[src/rtl/assert_macros.svh]
// Assertion helpers for the RTL files.
// Every check is sampled on clk and is switched off while rst_n is low.
`ifndef ASSERT_MACROS_SVH
`define ASSERT_MACROS_SVH

// The consequent must hold in the same cycle as the antecedent.
`define FPD_ASSERT_SAME(name, ante, cons, msg) \
  name: assert property (@(posedge clk) disable iff (!rst_n) (ante) |-> (cons)) \
    else $error(msg);

// The consequent must hold in the cycle after the antecedent.
`define FPD_ASSERT_NEXT(name, ante, cons, msg) \
  name: assert property (@(posedge clk) disable iff (!rst_n) (ante) |=> (cons)) \
    else $error(msg);

`endif

[src/rtl/fpd_pkg.sv]
`default_nettype none

package fpd_pkg;

  // Field widths of the sensor words.
  localparam int ACCEL_W = 16;
  localparam int ALT_W   = 24;
  localparam int Q_DATA_W = 24;

  // Default window lengths.
  localparam int ACCEL_WINDOW_DEF = 64;
  localparam int ALT_WINDOW_DEF   = 16;

  // Landing is suppressed while the average acceleration is exactly 25 m/s^2 (Q8.8).
  localparam int LAND_ACCEL_EXCL = 25 * 256;

  // Depth of the queue between the front and the back.
  localparam int Q_DEPTH = 4;

  // Register reset values.
  localparam logic signed [15:0] LAUNCH_THR_RST = 16'sd5120;
  localparam logic signed [23:0] ALT_THR_RST    = 24'sd80;
  localparam logic [7:0]         MIN_ACC_RST    = 8'd32;

  // Request codes.
  typedef enum logic [1:0] {
    OP_ACCEL = 2'd0,
    OP_ALT   = 2'd1,
    OP_EVAL  = 2'd2,
    OP_FORCE = 2'd3
  } op_t;

  // Configuration register indexes.
  typedef enum logic [1:0] {
    CFG_LAUNCH_THR = 2'd0,
    CFG_ALT_THR    = 2'd1,
    CFG_MIN_ACC    = 2'd2
  } cfg_idx_t;

  // Flight phases.
  typedef enum logic [1:0] {
    PH_GROUND   = 2'd0,
    PH_LAUNCHED = 2'd1,
    PH_APOGEE   = 2'd2,
    PH_LANDED   = 2'd3
  } phase_t;

  typedef struct packed {
    logic [1:0]         op;
    logic signed [15:0] vertical_accel;
    logic signed [23:0] altitude_sample;
    logic [1:0]         forced_phase;
  } in_word_t;

  typedef struct packed {
    logic       event_detected;
    logic [1:0] flight_phase;
  } out_word_t;

  typedef struct packed {
    logic signed [15:0] launch_accel_threshold;
    logic signed [23:0] landing_altitude_threshold;
    logic [7:0]         min_accel_samples;
  } cfg_t;

  // Classified request as it sits in the queue: the kind and its one operand.
  typedef struct packed {
    op_t                 kind;
    logic [Q_DATA_W-1:0] data;
  } q_word_t;

endpackage

`default_nettype wire

[src/rtl/fpd_front.sv]
`default_nettype none

module fpd_front (
  input  wire logic              clk,
  input  wire logic              rst_n,
  input  wire logic              in_valid,
  output logic                   in_stall,
  input  wire fpd_pkg::in_word_t in_word,
  output logic                   q_valid,
  output fpd_pkg::q_word_t       q_word,
  input  wire logic              q_pop
);

  localparam int PTR_W = $clog2(fpd_pkg::Q_DEPTH);
  localparam int CNT_W = $clog2(fpd_pkg::Q_DEPTH + 1);

  fpd_pkg::q_word_t q_mem_r [fpd_pkg::Q_DEPTH];
  logic [PTR_W-1:0] wr_ptr_r, wr_ptr_nxt;
  logic [PTR_W-1:0] rd_ptr_r, rd_ptr_nxt;
  logic [CNT_W-1:0] count_r, count_nxt;
  logic             push;
  fpd_pkg::q_word_t cls_word;

  // The queue is full when every slot holds a word.
  assign in_stall = (count_r == CNT_W'(fpd_pkg::Q_DEPTH));
  assign push     = in_valid && !in_stall;
  assign q_valid  = (count_r != '0);
  assign q_word   = q_mem_r[rd_ptr_r];

  // Classify the request and keep only the operand that it uses.
  always_comb begin
    cls_word.kind = fpd_pkg::op_t'(in_word.op);
    case (fpd_pkg::op_t'(in_word.op))
      fpd_pkg::OP_ACCEL: cls_word.data = fpd_pkg::Q_DATA_W'(in_word.vertical_accel);
      fpd_pkg::OP_ALT:   cls_word.data = fpd_pkg::Q_DATA_W'(in_word.altitude_sample);
      fpd_pkg::OP_FORCE: cls_word.data = fpd_pkg::Q_DATA_W'(in_word.forced_phase);
      default:           cls_word.data = '0;
    endcase
  end

  // Pointer and fill count updates.
  always_comb begin
    wr_ptr_nxt = wr_ptr_r;
    rd_ptr_nxt = rd_ptr_r;
    count_nxt  = count_r;
    if (push) begin
      wr_ptr_nxt = (wr_ptr_r == PTR_W'(fpd_pkg::Q_DEPTH - 1)) ? '0 : wr_ptr_r + 1'b1;
    end
    if (q_pop) begin
      rd_ptr_nxt = (rd_ptr_r == PTR_W'(fpd_pkg::Q_DEPTH - 1)) ? '0 : rd_ptr_r + 1'b1;
    end
    if (push && !q_pop) begin
      count_nxt = count_r + 1'b1;
    end else if (!push && q_pop) begin
      count_nxt = count_r - 1'b1;
    end
  end

  always_ff @(posedge clk) begin
    if (!rst_n) begin
      wr_ptr_r <= '0;
      rd_ptr_r <= '0;
      count_r  <= '0;
    end else begin
      wr_ptr_r <= wr_ptr_nxt;
      rd_ptr_r <= rd_ptr_nxt;
      count_r  <= count_nxt;
    end
  end

  // Queue storage.
  always_ff @(posedge clk) begin
    if (push) begin
      q_mem_r[wr_ptr_r] <= cls_word;
    end
  end

endmodule

`default_nettype wire

[src/rtl/fpd_ring.sv]
`default_nettype none

module fpd_ring #(
  parameter int DEPTH = fpd_pkg::ACCEL_WINDOW_DEF,
  parameter int WIDTH = fpd_pkg::ACCEL_W
) (
  input  wire logic                     clk,
  input  wire logic                     rst_n,
  input  wire logic                     rd_en,
  input  wire logic [$clog2(DEPTH)-1:0] rd_addr,
  input  wire logic                     wr_en,
  input  wire logic [$clog2(DEPTH)-1:0] wr_addr,
  input  wire logic [WIDTH-1:0]         wr_data,
  output logic      [WIDTH-1:0]         rd_data
);

  logic [WIDTH-1:0] mem_r [DEPTH];
  logic [DEPTH-1:0] vld_r;
  logic [WIDTH-1:0] rd_data_r;
  logic             rd_vld_r;

  // Sample storage; entries are never cleared, their valid bits are.
  always_ff @(posedge clk) begin
    if (wr_en) begin
      mem_r[wr_addr] <= wr_data;
    end
    if (rd_en) begin
      rd_data_r <= mem_r[rd_addr];
    end
  end

  // An entry not written since reset reads as zero.
  always_ff @(posedge clk) begin
    if (!rst_n) begin
      vld_r    <= '0;
      rd_vld_r <= 1'b0;
    end else begin
      if (wr_en) begin
        vld_r[wr_addr] <= 1'b1;
      end
      if (rd_en) begin
        rd_vld_r <= vld_r[rd_addr];
      end
    end
  end

  assign rd_data = rd_vld_r ? rd_data_r : '0;

endmodule

`default_nettype wire

[src/rtl/fpd_back.sv]
`default_nettype none

module fpd_back #(
  parameter int ACCEL_WINDOW = fpd_pkg::ACCEL_WINDOW_DEF,
  parameter int ALT_WINDOW   = fpd_pkg::ALT_WINDOW_DEF
) (
  input  wire logic               clk,
  input  wire logic               rst_n,
  input  wire fpd_pkg::cfg_t      cfg,
  input  wire logic               q_valid,
  input  wire fpd_pkg::q_word_t   q_word,
  output logic                    q_pop,
  output logic                    out_valid,
  input  wire logic               out_stall,
  output fpd_pkg::out_word_t      out_word
);

  localparam int ACC_PTR_W = $clog2(ACCEL_WINDOW);
  localparam int ALT_PTR_W = $clog2(ALT_WINDOW);
  localparam int ACC_SUM_W = fpd_pkg::ACCEL_W + ACC_PTR_W;
  localparam int ALT_SUM_W = fpd_pkg::ALT_W + ALT_PTR_W;
  localparam logic signed [ACC_SUM_W-1:0] ACC_WIN_S = ACC_SUM_W'(ACCEL_WINDOW);
  localparam logic signed [ALT_SUM_W-1:0] ALT_WIN_S = ALT_SUM_W'(ALT_WINDOW);
  localparam logic signed [ACC_SUM_W-1:0] ACC_EXCL =
    ACC_SUM_W'(fpd_pkg::LAND_ACCEL_EXCL * ACCEL_WINDOW);

  // Issue stage: the word whose old ring entry is being read.
  logic                   s1_valid_r, s1_valid_nxt;
  fpd_pkg::q_word_t       s1_word_r;
  logic [ACC_PTR_W-1:0]   s1_acc_addr_r;
  logic [ALT_PTR_W-1:0]   s1_alt_addr_r;
  logic                   s1_is_eval;
  logic                   s1_adv;

  // Architectural state.
  logic [ACC_PTR_W-1:0]         acc_ptr_r, acc_ptr_nxt;
  logic [ALT_PTR_W-1:0]         alt_ptr_r, alt_ptr_nxt;
  logic signed [ACC_SUM_W-1:0]  acc_sum_r, acc_sum_nxt;
  logic signed [ALT_SUM_W-1:0]  alt_sum_r, alt_sum_nxt;
  logic [7:0]                   acc_count_r, acc_count_nxt;
  fpd_pkg::phase_t              phase_r, phase_nxt;
  logic                         armed_r, armed_nxt;

  // Result register.
  logic                 out_valid_r, out_valid_nxt;
  fpd_pkg::out_word_t   out_word_r, out_word_nxt;
  logic                 out_load;

  // Ring ports.
  logic                          acc_rd_en, alt_rd_en;
  logic                          acc_wr_en, alt_wr_en;
  logic [fpd_pkg::ACCEL_W-1:0]   acc_old;
  logic [fpd_pkg::ALT_W-1:0]     alt_old;

  // Evaluate terms.
  logic signed [ACC_SUM_W-1:0] acc_lim;
  logic signed [ALT_SUM_W-1:0] alt_lim;
  logic                        acc_hi, alt_hi, alt_lo, acc_ne;
  logic                        evt;
  fpd_pkg::phase_t             ph_a, ph_b, ph_c;
  logic                        arm_a, arm_b, arm_c;

  // An evaluate waits only for room in the result register.
  assign s1_is_eval = (s1_word_r.kind == fpd_pkg::OP_EVAL);
  assign s1_adv     = s1_valid_r && (!s1_is_eval || !out_valid_r || !out_stall);
  assign q_pop      = q_valid && (!s1_valid_r || s1_adv);

  assign acc_rd_en = q_pop && (q_word.kind == fpd_pkg::OP_ACCEL);
  assign alt_rd_en = q_pop && (q_word.kind == fpd_pkg::OP_ALT);
  assign acc_wr_en = s1_adv && (s1_word_r.kind == fpd_pkg::OP_ACCEL);
  assign alt_wr_en = s1_adv && (s1_word_r.kind == fpd_pkg::OP_ALT);

  fpd_ring #(
    .DEPTH (ACCEL_WINDOW),
    .WIDTH (fpd_pkg::ACCEL_W)
  ) u_acc_ring (
    .clk     (clk),
    .rst_n   (rst_n),
    .rd_en   (acc_rd_en),
    .rd_addr (acc_ptr_r),
    .wr_en   (acc_wr_en),
    .wr_addr (s1_acc_addr_r),
    .wr_data (s1_word_r.data[fpd_pkg::ACCEL_W-1:0]),
    .rd_data (acc_old)
  );

  fpd_ring #(
    .DEPTH (ALT_WINDOW),
    .WIDTH (fpd_pkg::ALT_W)
  ) u_alt_ring (
    .clk     (clk),
    .rst_n   (rst_n),
    .rd_en   (alt_rd_en),
    .rd_addr (alt_ptr_r),
    .wr_en   (alt_wr_en),
    .wr_addr (s1_alt_addr_r),
    .wr_data (s1_word_r.data[fpd_pkg::ALT_W-1:0]),
    .rd_data (alt_old)
  );

  // Ring pointers advance when a sample is issued.
  always_comb begin
    acc_ptr_nxt = acc_ptr_r;
    alt_ptr_nxt = alt_ptr_r;
    if (acc_rd_en) begin
      acc_ptr_nxt = (acc_ptr_r == ACC_PTR_W'(ACCEL_WINDOW - 1)) ? '0 : acc_ptr_r + 1'b1;
    end
    if (alt_rd_en) begin
      alt_ptr_nxt = (alt_ptr_r == ALT_PTR_W'(ALT_WINDOW - 1)) ? '0 : alt_ptr_r + 1'b1;
    end
  end

  assign s1_valid_nxt = q_pop || (s1_valid_r && !s1_adv);

  // Average tests compare the window sum with threshold times window.
  assign acc_lim = ACC_SUM_W'($signed(cfg.launch_accel_threshold)) * ACC_WIN_S;
  assign alt_lim = ALT_SUM_W'($signed(cfg.landing_altitude_threshold)) * ALT_WIN_S;
  assign acc_hi  = (acc_sum_r > acc_lim);
  assign alt_hi  = (alt_sum_r > alt_lim);
  assign alt_lo  = (alt_sum_r < alt_lim);
  assign acc_ne  = (acc_sum_r != ACC_EXCL);

  // Launch, landing and apogee checks, each seeing the phase the one before left.
  always_comb begin
    ph_a  = phase_r;
    arm_a = armed_r;
    ph_b  = phase_r;
    arm_b = armed_r;
    ph_c  = phase_r;
    arm_c = armed_r;
    evt   = 1'b0;
    if ((phase_r == fpd_pkg::PH_GROUND && acc_hi &&
         acc_count_r >= cfg.min_accel_samples && alt_hi) ||
        (phase_r == fpd_pkg::PH_LAUNCHED && armed_r)) begin
      ph_a  = fpd_pkg::PH_LAUNCHED;
      arm_a = 1'b0;
      evt   = 1'b1;
    end
    ph_b  = ph_a;
    arm_b = arm_a;
    if (((ph_a == fpd_pkg::PH_LAUNCHED || ph_a == fpd_pkg::PH_APOGEE) && alt_lo && acc_ne) ||
        (ph_a == fpd_pkg::PH_LANDED && arm_a)) begin
      ph_b  = fpd_pkg::PH_LANDED;
      arm_b = 1'b0;
      evt   = 1'b1;
    end
    ph_c  = ph_b;
    arm_c = arm_b;
    if ((ph_b == fpd_pkg::PH_LAUNCHED && acc_hi) ||
        (ph_b == fpd_pkg::PH_APOGEE && arm_b)) begin
      ph_c  = fpd_pkg::PH_APOGEE;
      arm_c = 1'b0;
      evt   = 1'b1;
    end
  end

  // Execute the word leaving the issue stage.
  always_comb begin
    acc_sum_nxt   = acc_sum_r;
    alt_sum_nxt   = alt_sum_r;
    acc_count_nxt = acc_count_r;
    phase_nxt     = phase_r;
    armed_nxt     = armed_r;
    out_load      = 1'b0;
    out_word_nxt  = out_word_r;
    if (s1_adv) begin
      case (s1_word_r.kind)
        fpd_pkg::OP_ACCEL: begin
          acc_sum_nxt = acc_sum_r
                      + ACC_SUM_W'($signed(s1_word_r.data[fpd_pkg::ACCEL_W-1:0]))
                      - ACC_SUM_W'($signed(acc_old));
          if (acc_count_r != 8'hFF) begin
            acc_count_nxt = acc_count_r + 1'b1;
          end
        end
        fpd_pkg::OP_ALT: begin
          alt_sum_nxt = alt_sum_r
                      + ALT_SUM_W'($signed(s1_word_r.data[fpd_pkg::ALT_W-1:0]))
                      - ALT_SUM_W'($signed(alt_old));
        end
        fpd_pkg::OP_FORCE: begin
          phase_nxt = fpd_pkg::phase_t'(s1_word_r.data[1:0]);
          armed_nxt = 1'b1;
        end
        fpd_pkg::OP_EVAL: begin
          phase_nxt                 = ph_c;
          armed_nxt                 = arm_c;
          out_load                  = 1'b1;
          out_word_nxt.event_detected = evt;
          out_word_nxt.flight_phase   = ph_c;
        end
        default: begin
          phase_nxt = phase_r;
        end
      endcase
    end
  end

  assign out_valid_nxt = out_load || (out_valid_r && out_stall);

  always_ff @(posedge clk) begin
    if (!rst_n) begin
      s1_valid_r  <= 1'b0;
      acc_ptr_r   <= '0;
      alt_ptr_r   <= '0;
      acc_sum_r   <= '0;
      alt_sum_r   <= '0;
      acc_count_r <= '0;
      phase_r     <= fpd_pkg::PH_GROUND;
      armed_r     <= 1'b0;
      out_valid_r <= 1'b0;
    end else begin
      s1_valid_r  <= s1_valid_nxt;
      acc_ptr_r   <= acc_ptr_nxt;
      alt_ptr_r   <= alt_ptr_nxt;
      acc_sum_r   <= acc_sum_nxt;
      alt_sum_r   <= alt_sum_nxt;
      acc_count_r <= acc_count_nxt;
      phase_r     <= phase_nxt;
      armed_r     <= armed_nxt;
      out_valid_r <= out_valid_nxt;
    end
  end

  // Payload registers.
  always_ff @(posedge clk) begin
    if (q_pop) begin
      s1_word_r     <= q_word;
      s1_acc_addr_r <= acc_ptr_r;
      s1_alt_addr_r <= alt_ptr_r;
    end
    if (out_load) begin
      out_word_r <= out_word_nxt;
    end
  end

  assign out_valid = out_valid_r;
  assign out_word  = out_word_r;

endmodule

`default_nettype wire

[src/rtl/flight_phase_detector.sv]
// An evaluate word passes through the queue, the issue stage and the result register.
// One word per cycle unless stalled; window sums take one add and one subtract a cycle.
// The result register stalls evaluates only; a four-word queue absorbs short output stalls.
// Reset (rst_n low, synchronous) empties the queue, zeroes the sums and rings,
// sets the phase to ground and loads the register defaults; no clearing pass follows.
`default_nettype none
`include "assert_macros.svh"

module flight_phase_detector #(
  parameter int ACCEL_WINDOW = fpd_pkg::ACCEL_WINDOW_DEF,
  parameter int ALT_WINDOW   = fpd_pkg::ALT_WINDOW_DEF
) (
  input  wire logic               clk,
  input  wire logic               rst_n,
  input  wire logic               in_valid,
  output logic                    in_stall,
  input  wire fpd_pkg::in_word_t  in_word,
  output logic                    out_valid,
  input  wire logic               out_stall,
  output fpd_pkg::out_word_t      out_word,
  input  wire logic               cfg_valid,
  output logic                    cfg_ready,
  input  wire logic [1:0]         cfg_index,
  input  wire logic [23:0]        cfg_data
);

  fpd_pkg::cfg_t    cfg_r, cfg_nxt;
  logic             q_valid;
  fpd_pkg::q_word_t q_word;
  logic             q_pop;

  // Register writes are always taken; an index beyond the list is dropped.
  assign cfg_ready = 1'b1;

  always_comb begin
    cfg_nxt = cfg_r;
    if (cfg_valid && cfg_ready) begin
      case (fpd_pkg::cfg_idx_t'(cfg_index))
        fpd_pkg::CFG_LAUNCH_THR: cfg_nxt.launch_accel_threshold     = cfg_data[15:0];
        fpd_pkg::CFG_ALT_THR:    cfg_nxt.landing_altitude_threshold = cfg_data;
        fpd_pkg::CFG_MIN_ACC:    cfg_nxt.min_accel_samples          = cfg_data[7:0];
        default:                 cfg_nxt                            = cfg_r;
      endcase
    end
  end

  always_ff @(posedge clk) begin
    if (!rst_n) begin
      cfg_r.launch_accel_threshold     <= fpd_pkg::LAUNCH_THR_RST;
      cfg_r.landing_altitude_threshold <= fpd_pkg::ALT_THR_RST;
      cfg_r.min_accel_samples          <= fpd_pkg::MIN_ACC_RST;
    end else begin
      cfg_r <= cfg_nxt;
    end
  end

  fpd_front u_front (
    .clk      (clk),
    .rst_n    (rst_n),
    .in_valid (in_valid),
    .in_stall (in_stall),
    .in_word  (in_word),
    .q_valid  (q_valid),
    .q_word   (q_word),
    .q_pop    (q_pop)
  );

  fpd_back #(
    .ACCEL_WINDOW (ACCEL_WINDOW),
    .ALT_WINDOW   (ALT_WINDOW)
  ) u_back (
    .clk       (clk),
    .rst_n     (rst_n),
    .cfg       (cfg_r),
    .q_valid   (q_valid),
    .q_word    (q_word),
    .q_pop     (q_pop),
    .out_valid (out_valid),
    .out_stall (out_stall),
    .out_word  (out_word)
  );

  // The back never takes a word from an empty queue.
  `FPD_ASSERT_SAME(a_pop_nonempty, q_pop, q_valid, "word popped from an empty queue")
  // A full queue always offers a word to the back.
  `FPD_ASSERT_SAME(a_full_offers, in_stall, q_valid, "queue stalls input while empty")
  // Out of reset there is no result pending and the queue takes words.
  `FPD_ASSERT_SAME(a_reset_clean, $past(!rst_n), !out_valid && !in_stall,
    "state not clean after reset")

endmodule

`default_nettype wire

[config.mk]
export PLATFORM = sky130hd
export DESIGN_NAME = flight_phase_detector
export DESIGN_NICKNAME = d
export VERILOG_FILES = /design/src/rtl/fpd_pkg.sv /design/src/rtl/fpd_front.sv /design/src/rtl/fpd_ring.sv /design/src/rtl/fpd_back.sv /design/src/rtl/flight_phase_detector.sv
export VERILOG_INCLUDE_DIRS = /design/src /design/src/rtl
export SDC_FILE = /design/constraint.sdc
export NUM_CORES = 2
export LEC_CHECK = 0
export ABC_AREA = 0
export BUFFER_PORTS_ARGS = -buffer_cell sky130_fd_sc_hd__buf_2
export CAP_MARGIN = 10
export CORE_MARGIN = 2
export CORE_UTILIZATION = 60
export DETAILED_ROUTE_END_ITERATION = 12
export GPL_ROUTABILITY_DRIVEN = 0
export PLACE_DENSITY = 0.76
export SLEW_MARGIN = 20
export SYNTH_ARGS = -nofsm -noshare
export SYNTH_HDL_FRONTEND = slang
export SYNTH_SLANG_ARGS = --single-unit
[constraint.sdc]
create_clock -name clk -period 4.8 [get_ports clk]
set_input_delay 0.96 -clock clk [delete_from_list [all_inputs] [get_ports clk]]
set_output_delay 0.96 -clock clk [all_outputs]
set_load 0.1 [all_outputs]
# == Yosys cells after proc, flatten, opt, wreduce, memory -nomap -nowiden ==
# Memory sizes are Yosys's and may differ from the RTL's. A register that Yosys moved wholly into a read port is not among the register bits.
# Index checks and enable logic that the tools add are counted.
# totals
word_cells,164
regBits,249
output_inout_bits,6
mem_count,3
input_bits,75
ram_bits,1512
# classes
n_lt_le_gt_ge,10
bitwise_logic,2
muxes,36
n_eq_ne,21
reduce_logical,56
addsub,11
# mem_list
memory,depth,width,read_ports,rd_clocked_by_memory_dff,wr,line,rtl
u_back.u_acc_ring.mem_r,64,16,1,1,1,fpd_ring.sv:17,logic [WIDTH-1:0] mem_r [DEPTH];
u_back.u_alt_ring.mem_r,16,24,1,1,1,fpd_ring.sv:17,
u_front.q_mem_r,4,26,1,1,1,fpd_front.sv:17,fpd_pkg::q_word_t q_mem_r [fpd_pkg::Q_DEPTH];
# ops
operator,count
$pmux W24 S3,1
$or A64 B64 Y64,1
$add A28 B24 Y28,1
$gt A28 B28 Y1,1
$lt A28 B28 Y1,1
$sub A28 B24 Y28,1
$mux W24,1
$add A22 B16 Y22,1
$gt A22 B22 Y1,1
$logic_and A1 B1 Y1,22
$ne A22 B20 Y1 const B,1
$sub A22 B16 Y22,1
$eq A2 B2 Y1 const B,9
$mux W1,16
$mux W16,1
$or A16 B16 Y16,1
$eq A2 B1 Y1 const B,7
$lt A6 B7 Y1 const B,2
$mux W2,7
$reduce_and A2 Y1,6
$logic_not A2 Y1,5
$lt A4 B5 Y1 const B,2
$logic_or A1 B1 Y1,9
$add A8 B1 Y8 const B,1
26 further kinds,37

# == Logic depth before layout (Yosys ltp) ==
# depth
depth_word,17
depth_mapped,16
ltp_nobuf,16

# == Cells and area by module ==
# From an unflattened synthesis, not the netlist that was laid out.
# hier_totals
hier_cells,3962
hier_area_um2,73838.3
# by_module_without_submodules
mod,seq_area_each_um2,n_inst,area_per_inst_um2,cells_per_inst
fpd_ring at u_back.u_acc_ring,32531.2,1,42160.4,1795
fpd_ring at u_back.u_alt_ring,12592.1,1,15999.1,657
fpd_back,2632.5,1,9170.0,1075
fpd_front,3303.2,1,4611.9,243
flight_phase_detector,960.9,1,1896.8,192

# == Worst setup path after synthesis ==
# OpenSTA, ideal clock, no wires.
# synth_timing
path_kind,register -> register
start,register u_back.s1_word_r[1] (netlist name)
end,register u_back.alt_sum_r[25]
arrival_ns,4.240
path_buffers,0
synth_period_minus_slack_ns,4.363
required_ns,4.678
path_slack_ns,0.437
path_stages_with_launch,14
setup_time_ns,0.122
path_cell_list,edfxtp_1 -> inv_1 -> fa_1 -> inv_1 -> ha_1 -> a211oi_1 -> o21ai_0 -> a41o_1 -> a31o_2 -> a21o_1 -> a31o_2 -> a31oi_1 -> xor2_1 -> o21ai_0
# synth_between
elab_chain_len,2
# synth_lines
item,line,rtl
"start, declared",fpd_back.sv:29,fpd_pkg::q_word_t s1_word_r;
"start signal, assigned",fpd_back.sv:228,s1_word_r <= q_word;
$add A28 B24 Y28,fpd_back.sv:178,+ ALT_SUM_W'($signed(s1_word_r.data[fpd_pkg::ALT_W-1:0]))
$sub A28 B24 Y28,fpd_back.sv:179,- ALT_SUM_W'($signed(alt_old));
"end signal, assigned",fpd_back.sv:217,alt_sum_r <= alt_sum_nxt;
"end, declared",fpd_back.sv:39,"logic signed [ALT_SUM_W-1:0] alt_sum_r, alt_sum_nxt;"
# No other way between the ends.
# A chain may end at the register's enable or synchronous reset.

# == Worst setup path after layout ==
# layout_timing
start,register u_back.u_alt_ring.rd_vld_r
end,register u_back.alt_sum_r[26]
# layout_between
elab_chain_len,2
# layout_lines
item,line,rtl
"start, declared",fpd_ring.sv:20,logic rd_vld_r;
"start signal, assigned",fpd_ring.sv:42,rd_vld_r <= vld_r[rd_addr];
$mux W24,fpd_ring.sv:47,assign rd_data = rd_vld_r ? rd_data_r : '0;
$sub A28 B24 Y28,fpd_back.sv:179,
# No other way between the ends.

==> impl_metrics.xml <==
<?xml version="1.0" encoding="UTF-8"?>
<metrics>
  <group name="floorplanning">
    <metric name="die-area" unit="sq um">125000</metric>
    <metric name="i_o_pin_total" unit="">81</metric>
    <metric name="fp-row-count" unit="">128</metric>
    <metric name="core_region_area" unit="sq um">122000</metric>
    <metric name="die_wd" unit="microns">354</metric>
    <metric name="die_h" unit="microns">354</metric>
    <metric name="effective_utilization_at_floorplan" unit="%">60.4</metric>
  </group>
  <group name="final_layout">
    <metric name="sequential_cell_area" unit="sq um">52000</metric>
    <metric name="num-nets-final" unit="">4309</metric>
    <metric name="final_common_cell" unit="">sky130_fd_sc_hd__edfxtp_1</metric>
    <metric name="final_instance_area" unit="sq um">82200</metric>
    <metric name="multiInputGateArea" unit="sq um">20000</metric>
    <metric name="flow.area_growth_from_synthesis" unit="%">12.0</metric>
    <metric name="layout-drive-gt1-share" unit="%">25.0</metric>
    <metric name="num-fill-cells" unit="">7431</metric>
    <metric name="commonest_cells_after_routing_fill_and_taps_aside" unit="">sky130_fd_sc_hd__edfxtp_1, sky130_fd_sc_hd__mux4_2, sky130_fd_sc_hd__inv_1</metric>
  </group>
  <group name="synthesis">
    <metric name="synth_top_cell_area_share" unit="%">65.1</metric>
    <metric name="synth.cell_area" unit="sq um">73400</metric>
    <metric name="avgSynthCellArea" unit="sq um">19.0</metric>
    <metric name="area_leader_netlist" unit="">sky130_fd_sc_hd__edfxtp_1</metric>
    <metric name="ys_async_sr_fraction" unit="%">0</metric>
    <metric name="synth_seq_area_share" unit="%">70.9</metric>
    <metric name="most_frequently_used_flop_master_after_synthesis" unit="">sky130_fd_sc_hd__edfxtp_1</metric>
    <metric name="synth-seq-cells" unit="">1803</metric>
    <metric name="synth_cell_type_count" unit="">65</metric>
    <metric name="synth_warnings" unit="">0</metric>
    <metric name="netlist_top_cells_area" unit="">sky130_fd_sc_hd__edfxtp_1, sky130_fd_sc_hd__mux4_2, sky130_fd_sc_hd__dfxtp_1</metric>
    <metric name="synth.net_count" unit="">4101</metric>
    <metric name="post_synth_edffs" unit="">1591</metric>
    <metric name="synthesis.instances" unit="">3869</metric>
  </group>
  <group name="global_route">
    <metric name="gr-usage-met1" unit="%">40.3</metric>
    <metric name="overflow" unit="">0</metric>
    <metric name="antenna_found_initial" unit="">11</metric>
    <metric name="grt_usage" unit="%">28.0</metric>
    <metric name="grt_pass1_vias" unit="">37761</metric>
    <metric name="grt_pass1_wl" unit="microns">254000</metric>
    <metric name="grt_start_max_net_pins" unit="">116</metric>
    <metric name="use_met2" unit="%">43.1</metric>
    <metric name="global_route.usage.met3" unit="%">6.81</metric>
    <metric name="top_usage_layer" unit="">met2</metric>
  </group>
  <group name="timing">
    <metric name="setup-violations-final" unit="">0</metric>
    <metric name="total_neg_setup_slack" unit="ps">0</metric>
    <metric name="finalWorstSetupSlack" unit="ps">747</metric>
    <metric name="final_hold_viol_count" unit="">0</metric>
    <metric name="slew_headroom" unit="%">21.0</metric>
    <metric name="rsz0062_at_grt" unit="">no</metric>
    <metric name="period_minus_slack" unit="ps">4050</metric>
    <metric name="worst_pin_slew" unit="ps">1180</metric>
    <metric name="finalCritPeriodShare" unit="%">84.4</metric>
    <metric name="worst_clk_skew" unit="ps">24.6</metric>
    <metric name="max_freq" unit="GHz">0.247</metric>
    <metric name="max_slew_vio_count" unit="">0</metric>
  </group>
  <group name="hold_path">
    <metric name="holdCritPathClass" unit="">in -&gt; reg</metric>
    <metric name="hold_path_start" unit="">cfg_data[9]</metric>
  </group>
  <group name="cts">
    <metric name="clock-sinks" unit="">1803</metric>
    <metric name="cts_tree" unit="">built</metric>
    <metric name="postCtsSetupBuffers" unit="">0</metric>
    <metric name="numCtsBuffers" unit="">172</metric>
    <metric name="cts_htree_levels" unit="">4</metric>
    <metric name="path_clk_slew" unit="ps">70</metric>
    <metric name="clock_path_buffers" unit="">3</metric>
    <metric name="clk_root_buffer_cell" unit="">sky130_fd_sc_hd__clkbuf_16</metric>
    <metric name="post_cts_resized" unit="">0</metric>
    <metric name="cts.hold.buffers_added" unit="">0</metric>
    <metric name="clock_latency" unit="ps">790</metric>
  </group>
  <group name="critical_path">
    <metric name="critical_path.reg2reg.startpoint" unit="">u_back.u_alt_ring.rd_vld_r</metric>
    <metric name="crit_arrival" unit="ps">4720</metric>
    <metric name="crit_path_end_kind" unit="">register</metric>
    <metric name="worstSetupStartpoint" unit="">u_back.u_alt_ring.rd_vld_r</metric>
    <metric name="criticalPathCategory" unit="">reg -&gt; reg</metric>
    <metric name="critPathRequiredTime" unit="ps">5470</metric>
    <metric name="startpoint_class_of_the_critical_path" unit="">register</metric>
    <metric name="worstPathMaxFanout" unit="">25</metric>
  </group>
  <group name="placed_design">
    <metric name="detailedPlace.worstSlack" unit="ps">813</metric>
    <metric name="placedInstanceArea" unit="sq um">76500</metric>
    <metric name="port_buffers" unit="">79</metric>
    <metric name="place.detailed.hpwl" unit="microns">96600</metric>
  </group>
  <group name="drt">
    <metric name="detail_route.wl_per_cell" unit="microns">29.6</metric>
    <metric name="dr.first_iter.drc_count" unit="">4882</metric>
    <metric name="drt-total-wl" unit="microns">173000</metric>
    <metric name="via_count" unit="">37878</metric>
    <metric name="drc" unit="">0</metric>
    <metric name="drt_pass1_iterations" unit="">6</metric>
    <metric name="detail-route-antenna-nets" unit="">0</metric>
    <metric name="vias_per_cell" unit="">6.47</metric>
  </group>
  <group name="power">
    <metric name="leakagePower" unit="uW">0.0268</metric>
    <metric name="p_per_area" unit="nW/um^2">568</metric>
    <metric name="vdd_ir_drop_max" unit="mV">0.417</metric>
  </group>
  <group name="job">
    <metric name="timing.max_cap.violations" unit="">0</metric>
  </group>
  <group name="run_status">
    <metric name="outcome" unit="">completed</metric>
  </group>
</metrics>
==> stage by stage <==
step	util [%]	instances	total power (uW)	hold slack [ps]
detailed placement	62.9	5526	33300	448
floorplan	-	3869	29600	406
global placement	62.9	5526	33000	441
finish	67.6	5853	46700	438
global route	67.6	5851	48600	420
CTS	67.6	5849	46800	376
==> state kept, by name (all words and copies together) (netlist names), 2 cells and up, named ones only <==
| register | count |
|---|---|
| u_back.acc_ptr_r | 6 |
| u_front.count_r | 3 |
| u_back.u_acc_ring.rd_data_r | 16 |
| cfg_r | 48 |
| u_back.out_word | 3 |
| u_back.phase_r | 2 |
| u_back.acc_sum_r | 22 |
| u_back.alt_ptr_r | 4 |
| u_back.acc_count_r | 8 |
| u_back.u_alt_ring.mem_r | 384 |
| u_back.u_alt_ring.rd_data_r | 24 |
| u_front.wr_ptr_r | 2 |
| u_back.alt_sum_r | 28 |
| u_back.s1_word_r | 26 |
| u_back.s1_acc_addr_r | 6 |
| u_back.u_acc_ring.mem_r | 1024 |
| u_front.q_mem_r | 104 |
| u_back.s1_alt_addr_r | 4 |
| u_front.rd_ptr_r | 2 |
| u_back.u_alt_ring.vld_r | 16 |
| u_back.u_acc_ring.vld_r | 64 |
==> layer usage <==
layer  routed length [microns]  vias to the layer above
li1                          -                    15736
met1                     67700                    19568
met2                     81800                     2267
met3                     18800                      301
met4                      4790                        6
met5                        40                        -
==> synthesized netlist by cell type, drive strengths merged, types with 4 or more instances <==
master and n:
nand3b 11, nor2b 29, dfxtp 212, xor2 23, o21bai 7, o21a 91
mux2i 31, a211oi 9, o21ai 66, nor3b 5, fa 49, mux4 508
nand2b 11, a21boi 52, buf 63, a21oi 54, and3 10, nor3 20
nor4 7, a21o 36, or3 9, nand2 178, nand4 16, edfxtp 1591
nand3 26, o22ai 6, clkbuf 115, ha 108, nor2 125, o211ai 11
or3b 4, xnor2 35, and2 80, a31oi 7, inv 225, o31ai 6
==> report_power, final <==
| group | total, uW | internal (uW) | switching, uW |
|---|---|---|---|
| clock | 13500 | 7750 | 5770 |
| combinational | 12700 | 5030 | 7630 |
| sequential | 20500 | 19800 | 723 |
| total | 46700 | 32600 | 14100 |
==> cell families after synthesis <==
kind of cell             count (synthesis)  share of synthesized area [%]
AO/OA/AOI/OAI                          363                           3.32
XOR/XNOR                                58                          0.692
adder cells (fa/ha/maj)                157                           3.18
buffers and inverters                  404                           2.30
flip-flops                            1803                           70.9
multiplexers                           539                           16.0
other                                    1                        0.00511
AND/OR/NAND/NOR                        544                           3.61
==> path summary, 6_finish.rpt <==
| kind | endpoint | slack (ps) | depth (start not counted) |
|---|---|---|---|
| worst max-delay path | u_back.alt_sum_r[26] | 750 | 13 |
| worst min register to register | u_back.u_acc_ring.vld_r[10] | 460 | 1 |
| worst max register to register | u_back.alt_sum_r[26] | 750 | 13 |
| worst min-delay path | cfg_r[17] | 440 | 3 |
==> layout make-up <==
type,instances,area share [%]
Inverter,225,1.03
Sequential cell,1803,63.3
Clock buffer,236,5.81
Timing Repair Buffer,213,2.03
Tap cell,1625,2.47
Clock inverter,87,1.04
Antenna cell,2,0.00609
Multi-Input combinational cell,1662,24.3
==> critical path, stage by stage (launching register included) <==
cell,delay (ps)
sky130_fd_sc_hd__dfxtp_1,780
sky130_fd_sc_hd__and2_1,240
sky130_fd_sc_hd__fa_1,410
sky130_fd_sc_hd__inv_1,70
sky130_fd_sc_hd__ha_1,270
sky130_fd_sc_hd__a211oi_1,310
sky130_fd_sc_hd__a211oi_1,160
sky130_fd_sc_hd__nor4b_1,470
sky130_fd_sc_hd__nor3_1,130
sky130_fd_sc_hd__o22ai_1,340
sky130_fd_sc_hd__o21ai_0,230
sky130_fd_sc_hd__o31ai_1,280
sky130_fd_sc_hd__xor2_1,160
sky130_fd_sc_hd__o21ai_0,80
Power figures use the tool's default switching activity.
